$ cat src/sv/m68ea_pkg.sv
// m68ea_pkg: codes, field constants and payload types for the 68020 effective address decoder
// no dependencies; imported by the top level, m68ea_index and m68ea_decode
`timescale 1ns / 1ps
`default_nettype none

package m68ea_pkg;

    // operand kinds
    localparam logic [3:0] KIND_REG      = 4'd0;
    localparam logic [3:0] KIND_DEFER    = 4'd1;
    localparam logic [3:0] KIND_POSTINC  = 4'd2;
    localparam logic [3:0] KIND_PREDEC   = 4'd3;
    localparam logic [3:0] KIND_DISPL    = 4'd4;
    localparam logic [3:0] KIND_INDEX    = 4'd5;
    localparam logic [3:0] KIND_ABS_W    = 4'd6;
    localparam logic [3:0] KIND_ABS_L    = 4'd7;
    localparam logic [3:0] KIND_PC_DISPL = 4'd8;
    localparam logic [3:0] KIND_PC_INDEX = 4'd9;
    localparam logic [3:0] KIND_IMM      = 4'd10;
    localparam logic [3:0] KIND_INVALID  = 4'd11;

    // mode field
    localparam logic [2:0] MODE_DREG    = 3'd0;
    localparam logic [2:0] MODE_AREG    = 3'd1;
    localparam logic [2:0] MODE_DEFER   = 3'd2;
    localparam logic [2:0] MODE_POSTINC = 3'd3;
    localparam logic [2:0] MODE_PREDEC  = 3'd4;
    localparam logic [2:0] MODE_DISPL   = 3'd5;
    localparam logic [2:0] MODE_INDEX   = 3'd6;
    localparam logic [2:0] MODE_EXT     = 3'd7;

    // register field under mode 7
    localparam logic [2:0] EXT_ABS_W    = 3'd0;
    localparam logic [2:0] EXT_ABS_L    = 3'd1;
    localparam logic [2:0] EXT_PC_DISPL = 3'd2;
    localparam logic [2:0] EXT_PC_INDEX = 3'd3;
    localparam logic [2:0] EXT_IMM      = 3'd4;

    // operand sizes that change the immediate fetch
    localparam logic [2:0] SIZE_BYTE = 3'd1;
    localparam logic [2:0] SIZE_LONG = 3'd4;
    localparam logic [31:0] IMM_BYTE_MASK = 32'h0000_00ff;

    // displacement size codes of the full extension word
    localparam logic [1:0] DSZ_WORD = 2'd2;
    localparam logic [1:0] DSZ_LONG = 2'd3;

    // flag bit positions
    localparam int FLAG_BSUP   = 0;
    localparam int FLAG_WDISP  = 1;
    localparam int FLAG_LDISP  = 2;
    localparam int FLAG_PRE    = 3;
    localparam int FLAG_POST   = 4;
    localparam int FLAG_IND    = 5;
    localparam int FLAG_WDISP2 = 6;
    localparam int FLAG_LDISP2 = 7;

    localparam int NUM_WORDS = 5;

    typedef logic [NUM_WORDS-1:0][15:0] t_words;

    typedef struct packed {
        logic [2:0]  mode;
        logic [2:0]  reg_req;
        logic [2:0]  size;
        logic [31:0] ext_addr;
        t_words      words;
    } t_ea_req;

    typedef struct packed {
        logic [3:0]  operand_type;
        logic [3:0]  base_register;
        logic [31:0] value;
        logic        index_is_word;
        logic [3:0]  scale;
        logic [7:0]  flags;
        logic [31:0] base_disp;
        logic [31:0] outer_disp;
        logic [2:0]  words_used;
    } t_ea_res;

    typedef struct packed {
        logic [3:0]  index_reg;
        logic        index_is_word;
        logic [3:0]  scale;
        logic [7:0]  flags;
        logic [31:0] base_disp;
        logic [31:0] outer_disp;
        logic [2:0]  words_used;
    } t_idx_res;

    function automatic logic [31:0] sext16(input logic [15:0] w);
        return {{16{w[15]}}, w};
    endfunction

    function automatic logic [31:0] sext8(input logic [7:0] b);
        return {{24{b[7]}}, b};
    endfunction

endpackage

`default_nettype wire

$ cat src/sv/m68ea_in_if.sv
// m68ea_in_if: request channel carrying one effective address and its extension words
// no dependencies
`timescale 1ns / 1ps
`default_nettype none

interface m68ea_in_if;
    logic        valid;
    logic        ready;
    logic [2:0]  mode;
    logic [2:0]  reg_req;
    logic [2:0]  size;
    logic [31:0] ext_addr;
    logic [15:0] word0;
    logic [15:0] word1;
    logic [15:0] word2;
    logic [15:0] word3;
    logic [15:0] word4;

    modport source (
        output valid, mode, reg_req, size, ext_addr, word0, word1, word2, word3, word4,
        input  ready
    );
    modport sink (
        input  valid, mode, reg_req, size, ext_addr, word0, word1, word2, word3, word4,
        output ready
    );
endinterface

`default_nettype wire

$ cat src/sv/m68ea_out_if.sv
// m68ea_out_if: result channel carrying one decoded effective address
// no dependencies
`timescale 1ns / 1ps
`default_nettype none

interface m68ea_out_if;
    logic               valid;
    logic               ready;
    logic [3:0]         operand_type;
    logic [3:0]         base_register;
    logic signed [31:0] value;
    logic               index_is_word;
    logic [3:0]         scale;
    logic [7:0]         flags;
    logic signed [31:0] base_disp;
    logic signed [31:0] outer_disp;
    logic [2:0]         words_used;

    modport source (
        output valid, operand_type, base_register, value, index_is_word, scale, flags,
               base_disp, outer_disp, words_used,
        input  ready
    );
    modport sink (
        input  valid, operand_type, base_register, value, index_is_word, scale, flags,
               base_disp, outer_disp, words_used,
        output ready
    );
endinterface

`default_nettype wire

$ cat src/sv/m68020_effective_address_decoder.sv
// m68020_effective_address_decoder: 68000/68020 effective address decoder top level
// depends on m68ea_pkg, m68ea_in_if, m68ea_out_if and m68ea_decode
//
// Decodes one effective address per transfer: the mode and register fields plus up to
// five extension words in stream order give the operand kind, base register, value or
// index register, index width and scale, a flag mask, base and outer displacements and
// the number of extension words consumed. Brief and full index formats, memory
// indirection before and after indexing, base/index suppression, PC-relative binding
// and byte immediate masking are handled. The block is a two-register pipeline: a
// request register feeding one pass of decode logic into a result register. A new
// request can be taken every cycle while the result side is not stalled; each request
// is decoded from the request register and its result is held in the result register
// until it transfers. Back-pressure on the result channel ripples back through the
// ready chain; nothing is lost or repeated. No configuration and no state between
// requests.
`timescale 1ns / 1ps
`default_nettype none

module m68020_effective_address_decoder
    import m68ea_pkg::*;
(
    input  wire        i_clk,
    input  wire        i_rst_n,
    m68ea_in_if.sink   i_ea,
    m68ea_out_if.source o_res
);

    // request stage
    logic    r_req_valid;
    logic    n_req_valid;
    t_ea_req r_req;
    t_ea_req n_req;

    // result stage
    logic    r_res_valid;
    logic    n_res_valid;
    t_ea_res r_res;
    t_ea_res n_res;

    t_ea_res dec_res;
    logic    req_ready;
    logic    res_ready;
    logic    in_xfer;
    logic    adv;

    // result register frees when empty or its transfer completes this cycle
    assign res_ready = !r_res_valid || o_res.ready;
    // request register frees when empty or its item moves on to the result register
    assign req_ready = !r_req_valid || res_ready;
    assign in_xfer   = i_ea.valid && req_ready;
    assign adv       = r_req_valid && res_ready;

    assign i_ea.ready = req_ready;

    m68ea_decode u_decode (
        .i_req (r_req),
        .o_res (dec_res)
    );

    always_comb begin
        n_req_valid = r_req_valid;
        n_req       = r_req;
        if (req_ready) begin
            n_req_valid = i_ea.valid;
        end
        if (in_xfer) begin
            n_req.mode     = i_ea.mode;
            n_req.reg_req  = i_ea.reg_req;
            n_req.size     = i_ea.size;
            n_req.ext_addr = i_ea.ext_addr;
            n_req.words[0] = i_ea.word0;
            n_req.words[1] = i_ea.word1;
            n_req.words[2] = i_ea.word2;
            n_req.words[3] = i_ea.word3;
            n_req.words[4] = i_ea.word4;
        end
    end

    always_comb begin
        n_res_valid = r_res_valid;
        n_res       = r_res;
        if (res_ready) begin
            n_res_valid = r_req_valid;
        end
        if (adv) begin
            n_res = dec_res;
        end
    end

    // control state
    always_ff @(posedge i_clk) begin
        if (!i_rst_n) begin
            r_req_valid <= 1'b0;
            r_res_valid <= 1'b0;
        end else begin
            r_req_valid <= n_req_valid;
            r_res_valid <= n_res_valid;
        end
    end

    // payload, no reset
    always_ff @(posedge i_clk) begin
        r_req <= n_req;
        r_res <= n_res;
    end

    assign o_res.valid         = r_res_valid;
    assign o_res.operand_type  = r_res.operand_type;
    assign o_res.base_register = r_res.base_register;
    assign o_res.value         = r_res.value;
    assign o_res.index_is_word = r_res.index_is_word;
    assign o_res.scale         = r_res.scale;
    assign o_res.flags         = r_res.flags;
    assign o_res.base_disp     = r_res.base_disp;
    assign o_res.outer_disp    = r_res.outer_disp;
    assign o_res.words_used    = r_res.words_used;

endmodule

`default_nettype wire

$ cat src/sv/m68ea_index.sv
// m68ea_index: decodes the brief or full index extension word and its displacements
// depends on m68ea_pkg
`timescale 1ns / 1ps
`default_nettype none

module m68ea_index
    import m68ea_pkg::*;
(
    input  t_words   i_words,
    output t_idx_res o_idx
);

    logic [15:0] xw;
    logic [2:0]  sel;
    logic [2:0]  pos;
    logic [2:0]  pos_nx;
    logic        ind;

    assign xw     = i_words[0];
    assign sel    = xw[2:0];
    assign pos_nx = 3'(pos + 3'd1);

    always_comb begin
        o_idx               = '0;
        o_idx.index_reg     = xw[15:12];
        o_idx.index_is_word = ~xw[11];
        o_idx.scale         = 4'b0001 << xw[10:9];
        o_idx.words_used    = 3'd1;
        pos                 = 3'd1;
        ind                 = 1'b0;
        if (!xw[8]) begin
            // brief format: 8-bit displacement, always pre-indexed
            o_idx.base_disp       = sext8(xw[7:0]);
            o_idx.flags[FLAG_PRE] = 1'b1;
        end else begin
            o_idx.flags[FLAG_BSUP] = xw[7];
            // base displacement follows the index word
            unique case (xw[5:4])
                DSZ_WORD: begin
                    o_idx.flags[FLAG_WDISP] = 1'b1;
                    o_idx.base_disp         = sext16(i_words[1]);
                    pos                     = 3'd2;
                end
                DSZ_LONG: begin
                    o_idx.flags[FLAG_LDISP] = 1'b1;
                    o_idx.base_disp         = {i_words[1], i_words[2]};
                    pos                     = 3'd3;
                end
                default: begin
                    pos = 3'd1;
                end
            endcase
            // indirection and index position; reserved codes add nothing
            if (!xw[6]) begin
                if (sel == 3'd0) begin
                    o_idx.flags[FLAG_PRE] = 1'b1;
                end else if (sel != 3'd4) begin
                    ind = 1'b1;
                    if (sel[2]) begin
                        o_idx.flags[FLAG_POST] = 1'b1;
                    end else begin
                        o_idx.flags[FLAG_PRE] = 1'b1;
                    end
                end
            end else if (sel != 3'd0 && !sel[2]) begin
                ind = 1'b1;
            end
            o_idx.flags[FLAG_IND] = ind;
            o_idx.words_used      = pos;
            // outer displacement
            if (ind && sel[1:0] == DSZ_WORD) begin
                o_idx.flags[FLAG_WDISP2] = 1'b1;
                o_idx.outer_disp         = sext16(i_words[pos]);
                o_idx.words_used         = pos_nx;
            end else if (ind && sel[1:0] == DSZ_LONG) begin
                o_idx.flags[FLAG_LDISP2] = 1'b1;
                o_idx.outer_disp         = {i_words[pos], i_words[pos_nx]};
                o_idx.words_used         = 3'(pos + 3'd2);
            end
        end
    end

endmodule

`default_nettype wire

$ cat src/sv/m68ea_decode.sv
// m68ea_decode: mode and register field decode of one effective address
// depends on m68ea_pkg and m68ea_index
`timescale 1ns / 1ps
`default_nettype none

module m68ea_decode
    import m68ea_pkg::*;
(
    input  t_ea_req i_req,
    output t_ea_res o_res
);

    t_idx_res    idx;
    logic [31:0] w0_sext;
    logic [31:0] w01_long;
    logic [3:0]  areg;

    m68ea_index u_index (
        .i_words (i_req.words),
        .o_idx   (idx)
    );

    assign w0_sext  = sext16(i_req.words[0]);
    assign w01_long = {i_req.words[0], i_req.words[1]};
    assign areg     = {1'b1, i_req.reg_req};

    always_comb begin
        o_res       = '0;
        o_res.scale = 4'd1;
        unique case (i_req.mode)
            MODE_DREG: begin
                o_res.operand_type = KIND_REG;
                o_res.value        = {29'd0, i_req.reg_req};
            end
            MODE_AREG: begin
                o_res.operand_type = KIND_REG;
                o_res.value        = {28'd0, areg};
            end
            MODE_DEFER: begin
                o_res.operand_type = KIND_DEFER;
                o_res.value        = {28'd0, areg};
            end
            MODE_POSTINC: begin
                o_res.operand_type = KIND_POSTINC;
                o_res.value        = {28'd0, areg};
            end
            MODE_PREDEC: begin
                o_res.operand_type = KIND_PREDEC;
                o_res.value        = {28'd0, areg};
            end
            MODE_DISPL: begin
                o_res.operand_type  = KIND_DISPL;
                o_res.base_register = areg;
                o_res.value         = w0_sext;
                o_res.words_used    = 3'd1;
            end
            MODE_INDEX: begin
                o_res.operand_type  = KIND_INDEX;
                o_res.base_register = areg;
                o_res.value         = {28'd0, idx.index_reg};
                o_res.index_is_word = idx.index_is_word;
                o_res.scale         = idx.scale;
                o_res.flags         = idx.flags;
                o_res.base_disp     = idx.base_disp;
                o_res.outer_disp    = idx.outer_disp;
                o_res.words_used    = idx.words_used;
            end
            default: begin
                unique case (i_req.reg_req)
                    EXT_ABS_W: begin
                        o_res.operand_type = KIND_ABS_W;
                        o_res.value        = w0_sext;
                        o_res.words_used   = 3'd1;
                    end
                    EXT_ABS_L: begin
                        o_res.operand_type = KIND_ABS_L;
                        o_res.value        = w01_long;
                        o_res.words_used   = 3'd2;
                    end
                    EXT_PC_DISPL: begin
                        o_res.operand_type = KIND_PC_DISPL;
                        o_res.value        = i_req.ext_addr + w0_sext;
                        o_res.words_used   = 3'd1;
                    end
                    EXT_PC_INDEX: begin
                        o_res.operand_type  = KIND_PC_INDEX;
                        o_res.value         = {28'd0, idx.index_reg};
                        o_res.index_is_word = idx.index_is_word;
                        o_res.scale         = idx.scale;
                        o_res.flags         = idx.flags;
                        o_res.base_disp     = idx.base_disp;
                        o_res.outer_disp    = idx.outer_disp;
                        o_res.words_used    = idx.words_used;
                    end
                    EXT_IMM: begin
                        o_res.operand_type = KIND_IMM;
                        if (i_req.size == SIZE_LONG) begin
                            o_res.value      = w01_long;
                            o_res.words_used = 3'd2;
                        end else if (i_req.size == SIZE_BYTE) begin
                            o_res.value      = w0_sext & IMM_BYTE_MASK;
                            o_res.words_used = 3'd1;
                        end else begin
                            o_res.value      = w0_sext;
                            o_res.words_used = 3'd1;
                        end
                    end
                    default: begin
                        o_res.operand_type = KIND_INVALID;
                    end
                endcase
            end
        endcase
    end

endmodule

`default_nettype wire
$ cat src/flat_wrapper.sv
// flat-port wrapper written by rule: the top's interface ports become plain ports
module m68020_effective_address_decoder_flat import m68ea_pkg::*;
  (i_clk, i_rst_n, i_ea_valid, i_ea_mode, i_ea_reg_req, i_ea_size, i_ea_ext_addr, i_ea_word0, i_ea_word1, i_ea_word2, i_ea_word3, i_ea_word4, i_ea_ready, o_res_valid, o_res_operand_type, o_res_base_register, o_res_value, o_res_index_is_word, o_res_scale, o_res_flags, o_res_base_disp, o_res_outer_disp, o_res_words_used, o_res_ready);
  m68ea_in_if i_ea_i ();
  m68ea_out_if o_res_i ();
  input  wire i_clk;
  input  wire i_rst_n;
  input wire logic [$bits(i_ea_i.valid)-1:0] i_ea_valid;
  input wire logic [$bits(i_ea_i.mode)-1:0] i_ea_mode;
  input wire logic [$bits(i_ea_i.reg_req)-1:0] i_ea_reg_req;
  input wire logic [$bits(i_ea_i.size)-1:0] i_ea_size;
  input wire logic [$bits(i_ea_i.ext_addr)-1:0] i_ea_ext_addr;
  input wire logic [$bits(i_ea_i.word0)-1:0] i_ea_word0;
  input wire logic [$bits(i_ea_i.word1)-1:0] i_ea_word1;
  input wire logic [$bits(i_ea_i.word2)-1:0] i_ea_word2;
  input wire logic [$bits(i_ea_i.word3)-1:0] i_ea_word3;
  input wire logic [$bits(i_ea_i.word4)-1:0] i_ea_word4;
  output wire logic [$bits(i_ea_i.ready)-1:0] i_ea_ready;
  output wire logic [$bits(o_res_i.valid)-1:0] o_res_valid;
  output wire logic [$bits(o_res_i.operand_type)-1:0] o_res_operand_type;
  output wire logic [$bits(o_res_i.base_register)-1:0] o_res_base_register;
  output wire logic [$bits(o_res_i.value)-1:0] o_res_value;
  output wire logic [$bits(o_res_i.index_is_word)-1:0] o_res_index_is_word;
  output wire logic [$bits(o_res_i.scale)-1:0] o_res_scale;
  output wire logic [$bits(o_res_i.flags)-1:0] o_res_flags;
  output wire logic [$bits(o_res_i.base_disp)-1:0] o_res_base_disp;
  output wire logic [$bits(o_res_i.outer_disp)-1:0] o_res_outer_disp;
  output wire logic [$bits(o_res_i.words_used)-1:0] o_res_words_used;
  input wire logic [$bits(o_res_i.ready)-1:0] o_res_ready;
  assign i_ea_i.valid = i_ea_valid;
  assign i_ea_i.mode = i_ea_mode;
  assign i_ea_i.reg_req = i_ea_reg_req;
  assign i_ea_i.size = i_ea_size;
  assign i_ea_i.ext_addr = i_ea_ext_addr;
  assign i_ea_i.word0 = i_ea_word0;
  assign i_ea_i.word1 = i_ea_word1;
  assign i_ea_i.word2 = i_ea_word2;
  assign i_ea_i.word3 = i_ea_word3;
  assign i_ea_i.word4 = i_ea_word4;
  assign i_ea_ready = i_ea_i.ready;
  assign o_res_valid = o_res_i.valid;
  assign o_res_operand_type = o_res_i.operand_type;
  assign o_res_base_register = o_res_i.base_register;
  assign o_res_value = o_res_i.value;
  assign o_res_index_is_word = o_res_i.index_is_word;
  assign o_res_scale = o_res_i.scale;
  assign o_res_flags = o_res_i.flags;
  assign o_res_base_disp = o_res_i.base_disp;
  assign o_res_outer_disp = o_res_i.outer_disp;
  assign o_res_words_used = o_res_i.words_used;
  assign o_res_i.ready = o_res_ready;
  m68020_effective_address_decoder u_core (.i_clk(i_clk), .i_rst_n(i_rst_n), .i_ea(i_ea_i), .o_res(o_res_i));
endmodule
$ cat config.mk
export PLATFORM = sky130hd
export DESIGN_NAME = m68020_effective_address_decoder_flat
export DESIGN_NICKNAME = d
export VERILOG_FILES = /design/src/sv/m68ea_pkg.sv /design/src/sv/m68ea_in_if.sv /design/src/sv/m68ea_out_if.sv /design/src/sv/m68020_effective_address_decoder.sv /design/src/sv/m68ea_index.sv /design/src/sv/m68ea_decode.sv /design/src/flat_wrapper.sv
export SDC_FILE = /design/constraint.sdc
export NUM_CORES = 1
export LEC_CHECK = 0
export BUFFER_PORTS_ARGS = -buffer_cell sky130_fd_sc_hd__buf_2
export CAP_MARGIN = 20
export CORE_ASPECT_RATIO = 1.5
export CORE_UTILIZATION = 40
export CTS_CLUSTER_DIAMETER = 60
export DETAILED_ROUTE_END_ITERATION = 10
export GPL_TIMING_DRIVEN = 0
export PLACE_DENSITY = 0.71
export SKIP_LAST_GASP = 1
export SLEW_MARGIN = 25
export SYNTH_ARGS = -nofsm -noshare
export SYNTH_HDL_FRONTEND = slang
export SYNTH_HIERARCHICAL = 1
export SYNTH_SLANG_ARGS = --single-unit
$ cat constraint.sdc
create_clock -name i_clk -period 6.83 [get_ports i_clk]
set_clock_uncertainty 0.05 [all_clocks]
set_input_delay 0.683 -clock i_clk [delete_from_list [all_inputs] [get_ports i_clk]]
set_output_delay 0.683 -clock i_clk [all_outputs]
set_load 0.005 [all_outputs]
* Word-level counts from Yosys, hierarchy flattened
Cells that the tools add are included.
** Storage, ports and cells
- Register bits after elaboration :: 243
- Input bits :: 125
- Output and inout bits :: 122
** Cells by class
- $add $sub $neg :: 3
- $lt $le $gt $ge :: 2
- Eq/ne operators :: 17
- Shift operators :: 1
- Mux-type cells :: 43
- Bitwise operators :: 1
- Reduce and logical (&&, ||, !) cells :: 20
** Operators with widths (number)
- $pmux W32 S5 :: 1
- $pmux W77 S2 :: 1
- $pmux W32 S4 :: 1
- $mux W35 :: 3
- $bmux W16 S3 :: 2
- $mux W32 :: 3
- $mux W77 :: 1
- $pmux W32 S2 :: 1
- $add A32 B32 Y32 :: 1
- $mux W16 :: 2
- $pmux W4 S6 :: 1
- $pmux W4 S5 :: 1
- $eq A3 B3 Y1 const B :: 5
- $mux W1 :: 15
- $eq A3 B2 Y1 const B :: 4
- $pmux W3 S4 :: 1
- $eq A3 B1 Y1 const B :: 3
- $logic_not A3 Y1 :: 3
- $mux W3 :: 3
- $pmux W3 S3 :: 1
- $eq A2 B2 Y1 const B :: 4
- $lt A3 B4 Y1 const B :: 2
- $mux W4 :: 2
- $mux W2 :: 3
- other kinds (14) :: 23

* Logic depth before layout (Yosys ltp)
- Depth after elaboration :: 12
- Mapped depth :: 9
- Mapped depth without buffers :: 9

* By module
The synthesis kept the hierarchy.
** Modules (own cells, without submodules)
- m68020_effective_address_decoder :: instances 1, cells each 250, area an instance 7340.8 um2, seq. area each 7277.0 um2
- m68ea_decode :: instances 1, cells each 494, area an instance 3309.4 um2, seq. area each 0.0 um2
- m68ea_index :: instances 1, cells each 219, area an instance 1597.8 um2, seq. area each 0.0 um2

* Worst setup path after synthesis
Ideal clock, no wire load.
- Path kind :: input -> register
- Start point :: input o_res_ready
- End point :: register u_core/r_req[0] (netlist bit) (enable)
- Arrival :: 6.574 ns
- Required time :: 6.139 ns
- Slack :: -0.436 ns
- Stages on the path :: 2
- Path buffers :: 0
- Path through :: nor2b_4 a21oi_1
** Between the ends
- Longest elaborated chain between the ends :: 3
** RTL lines
- from (decl) :: RTL line flat_wrapper.sv:29 : input wire logic [$bits(o_res_i.ready)-1:0] o_res_ready;
- $logic_or A1 B1 Y1 :: RTL line m68020_effective_address_decoder.sv:47 : assign res_ready = !r_res_valid || o_res.ready;
- $logic_or A1 B1 Y1 :: RTL line m68020_effective_address_decoder.sv:49 : assign req_ready = !r_req_valid || res_ready;
- $logic_and A1 B1 Y1 :: RTL line m68020_effective_address_decoder.sv:50 : assign in_xfer = i_ea.valid && req_ready;
- net u_core.in_xfer :: RTL line m68020_effective_address_decoder.sv:43 : logic in_xfer;
- to (signal assigned) :: RTL line m68020_effective_address_decoder.sv:103 : r_req <= n_req;
- to (decl) :: RTL line m68020_effective_address_decoder.sv:31 : t_ea_req r_req;
The timed path passes the listed nets, and every way through them passes these cells.
A chain may end at the register's enable or synchronous reset.

==> summary.md <==
| Metric | Value |
|---|---|
| Outcome | `finished, final reports clean` |
| H-tree lvl count | `1` |
| Slew Limit Fails | `0` |
| I/O Pins | `247` |
| Worst slew pin tran | `0.7657 ns` |
| Die area | `31340 sq um` |
| Gr usage total | `22.77%` |
| Largest net degree at the start of global routing | `30` |
| Worst R2R Setup Slack | `3.48 ns` |
| CTS Buf Count | `25` |
| Critical Path RT | `7.08 ns` |
| Commonest non-fill, non-tap cell in the layout | `buf_2` |
| Total Nets Final | `1405` |
| Hold path endpoint | `u_core/r_req[5]$_DFFE_PP_` |
| Die height | `216.3 um` |
| Final setup viols | `0` |
| Worst rel slew slack | `48.95%` |
| HP Start | `i_ea_word0[5]` |
| Total power | `3.648 mW` |
| End of the worst register-to-register path | `u_core/o_res.value[28]$_DFFE_PP_` |
| Crit path kind | `flip-flop to flip-flop` |
| Worst r2r src | `u_core/r_req[0]$_DFFE_PP_` |
| DP Cell Count | `approximately 1600` |
| Sink Count | `243` |
| Port Buffers | `around 250` |
| Final worst slack | `3.483 ns` |
| DRC | `0` |
| Crit start category | `flip-flop` |
| Chip Width | `144.9 um` |
| Root Buffer | `clkbuf_16` |
| Post-placement setup slack | `3.582 ns` |
| Setup TNS | `0 ns` |
| #FFs+latches synth | `243` |
| RD Place Congestion | `just over 0.9` |
| Mean Syn Cell Area | `approximately 13 sq um` |
| Routed vias/inst | `5.555` |
| Clock Tree Buf Depth | `3` |
| Tmin final | `3.347 ns` |
| Hold-critical path depth | `1` |
| Number of enable flip-flop cells after synthesis | `around 240` |
| Post-route cell area | `15080 sq um` |
| Drt pass-1 iters | `5` |
| Final HPWL DP | `27.55 mm` |
| Worst path cell trace | `ha_1, fa_1, a21o_1, a221oi_4, o211ai_1, o211ai_1, o211ai_1, xnor2_1, o21ai_0` |
| Lkg Pwr | `5.914 nW` |
| Most used DFF post-synth | `edfxtp_1` |
| Post-synthesis sequential area ratio | `59.41%` |
| Gate Count Post-Synth | `963` |
| Post-synth cell types | `79` |
| Top cell by count, worst path | `o211ai_1` |
| CP Capture Type | `flip-flop` |
| Final hold vios | `0` |
| Post-CTS Setup Inserts | `0` |
| Post-CTS Resized | `0` |
| Crit-path max FO | `7` |
| Finished Core Util | `50.00%` |
| P per Cell Area | `242.0 nW/um^2` |
| Layout cells sized above 1 | `29.17%` |
| Cell Area, Synth | `12250 sq um` |
| RSZ-0062 raised after global routing | `false` |
| Crit path from | `u_core/r_req[0]$_DFFE_PP_` |
| Antenna violations before repair | `2` |
| Total number of vias | `9260` |
| CTS clock-pin slew for the worst setup and hold paths | `0.07 ns` |
| Layout Cells excl Fill | `between 1500 and 2000` |
| Fmax | `298.8 MHz` |
| Max-cap violations | `0` |
| Post-route ant nets | `0` |
| Worst Path Arrival | `3.60 ns` |
| Core Area | `around 30000 sq um` |
| Layout area overhead | `23.11%` |
| DRT Wirelength | `35.81 mm` |
| First-pass GRT wire length | `between 50 and 60 mm` |
| Starting Density | `40.61%` |
| Synth warn | `6` |
| Routed len/inst | `21.48 um` |
| Cell depth of the worst flop-to-flop path | `9` |
| Slowest stage delay, CP | `approximately 0.6 ns` |
| Iteration-0 DRC Markers | `680` |
| Commonest non-fill, non-tap cells in the layout | `buf_2 (262), edfxtp_1 (241), and2_1 (85), a21oi_1 (53), o21ai_0 (48)` |
| Tcrit/Tclk final | `49.00%` |
| VDD IR max | `173.1 uV` |
| FP Rows | `78` |
| Placed instance area | `14270 sq um` |
| Vias in the first global route | `9070` |
| CTS tree | `done` |
| Post-Syn Nets | `1121` |
| Fin Hold WS | `0.2639 ns` |
| Global route overflow | `0` |
| Async S/R FF share, synth | `0%` |
| Crit-path slowest cell | `edfxtp_1` |
| Clock Latency Late Sink | `roughly 0.54 ns` |
| Worst Hold Class | `input pin to flip-flop` |
| Hold Buf Count CTS | `0` |
-- synthesized netlist by cell type (9+ instances only) --
cell / number / area share (%)
a211oi_1: 19 / 1.2
a21o_1: 42 / 2.6
a21oi_1: 54 / 2.2
a22oi_1: 13 / 0.80
and2_1: 85 / 4.3
buf_2: 16 / 0.65
buf_4: 9 / 0.55
clkbuf_1: 35 / 1.1
edfxtp_1: 241 / 59
ha_1: 32 / 3.3
inv_1: 13 / 0.40
mux2_2: 19 / 1.7
mux2i_1: 33 / 2.7
nand2_1: 41 / 1.3
nand3_1: 12 / 0.49
nor2_1: 42 / 1.3
o211ai_1: 11 / 0.67
o21ai_0: 48 / 2.0
o221ai_1: 10 / 0.72
o32ai_1: 30 / 2.1
xnor2_1: 16 / 1.1
xor2_1: 10 / 0.72
-- per-layer routing --
layer	GRT usage [%]	vias up	wire (um)
li1	-	4308	-
met1	25.07	4415	13110
met2	42.00	439	18930
met3	1.900	98	1852
met4	13.12	0	1913
met5	0	-	0
-- worst max-delay path: cells and delay by family, from the launching register on --
| family | cells | cell delay [ns] |
|---|---|---|
| AOI/OAI and AO/OA | 6 | 1.55 |
| adders and majority gates | 2 | 0.75 |
| DFF | 1 | 0.60 |
| xor gates and xnor gates | 1 | 0.15 |
-- layout make-up --
cell class	instances	area [sq um]
Antenna cell	2	5.005
Buffer	66	320.3
Clock buffer	35	683.2
Clock inverter	10	123.9
Fill cell	2642	15080
Inverter	14	52.55
Multi-Input combinational cell	640	4617
Sequential cell	243	7277
Tap cell	400	500.5
Timing Repair Buffer	257	1499
-- registers in the layout, summed over array words and instances (netlist names) --
register	cells
u_core/o_res.base_disp	32
u_core/o_res.base_register	4
u_core/o_res.flags	8
u_core/o_res.index_is_word	1
u_core/o_res.operand_type	4
u_core/o_res.outer_disp	32
u_core/o_res.scale	4
u_core/o_res.valid	1
u_core/o_res.value	32
u_core/o_res.words_used	3
u_core/r_req	121
u_core/r_req_valid	1
-- worst max-delay path by stage --
| stage | endpoint | depth (start not counted) |
|---|---|---|
| 2_1_floorplan | u_core/o_res.base_disp[0]$_DFFE_PP_ | 2 |
| 3_3_place_gp | u_core/o_res.outer_disp[26]$_DFFE_PP_ | 3 |
| 3_5_place_dp | u_core/o_res.value[28]$_DFFE_PP_ | 9 |
| 4_1_cts | u_core/o_res.value[28]$_DFFE_PP_ | 9 |
| 5_1_grt | u_core/o_res.value[28]$_DFFE_PP_ | 9 |
| 6_report | u_core/o_res.value[28]$_DFFE_PP_ | 9 |
-- cell families (layout without fill, tap and decap cells) --
group | count (synthesis) | count (layout) | synth area share, %
flip-flops | 243 | 243 | 59.41
buffers and inverters | 80 | 382 | 3.044
adder cells (fa/ha/maj) | 33 | 33 | 3.432
other | 0 | 2 | 0
AND/OR/NAND/NOR | 235 | 235 | 10.68
XOR/XNOR | 26 | 26 | 1.859
AO/OA/AOI/OAI | 293 | 293 | 17.01
multiplexers | 53 | 53 | 4.566
-- where the power goes --
part           leakage (nW)  switching, mW  internal, mW
clock network         0.388          0.572         0.779
logic                  3.24          0.294         0.214
registers              2.28         0.0559          1.73
No activity file was read; power rests on OpenSTA's default activity.
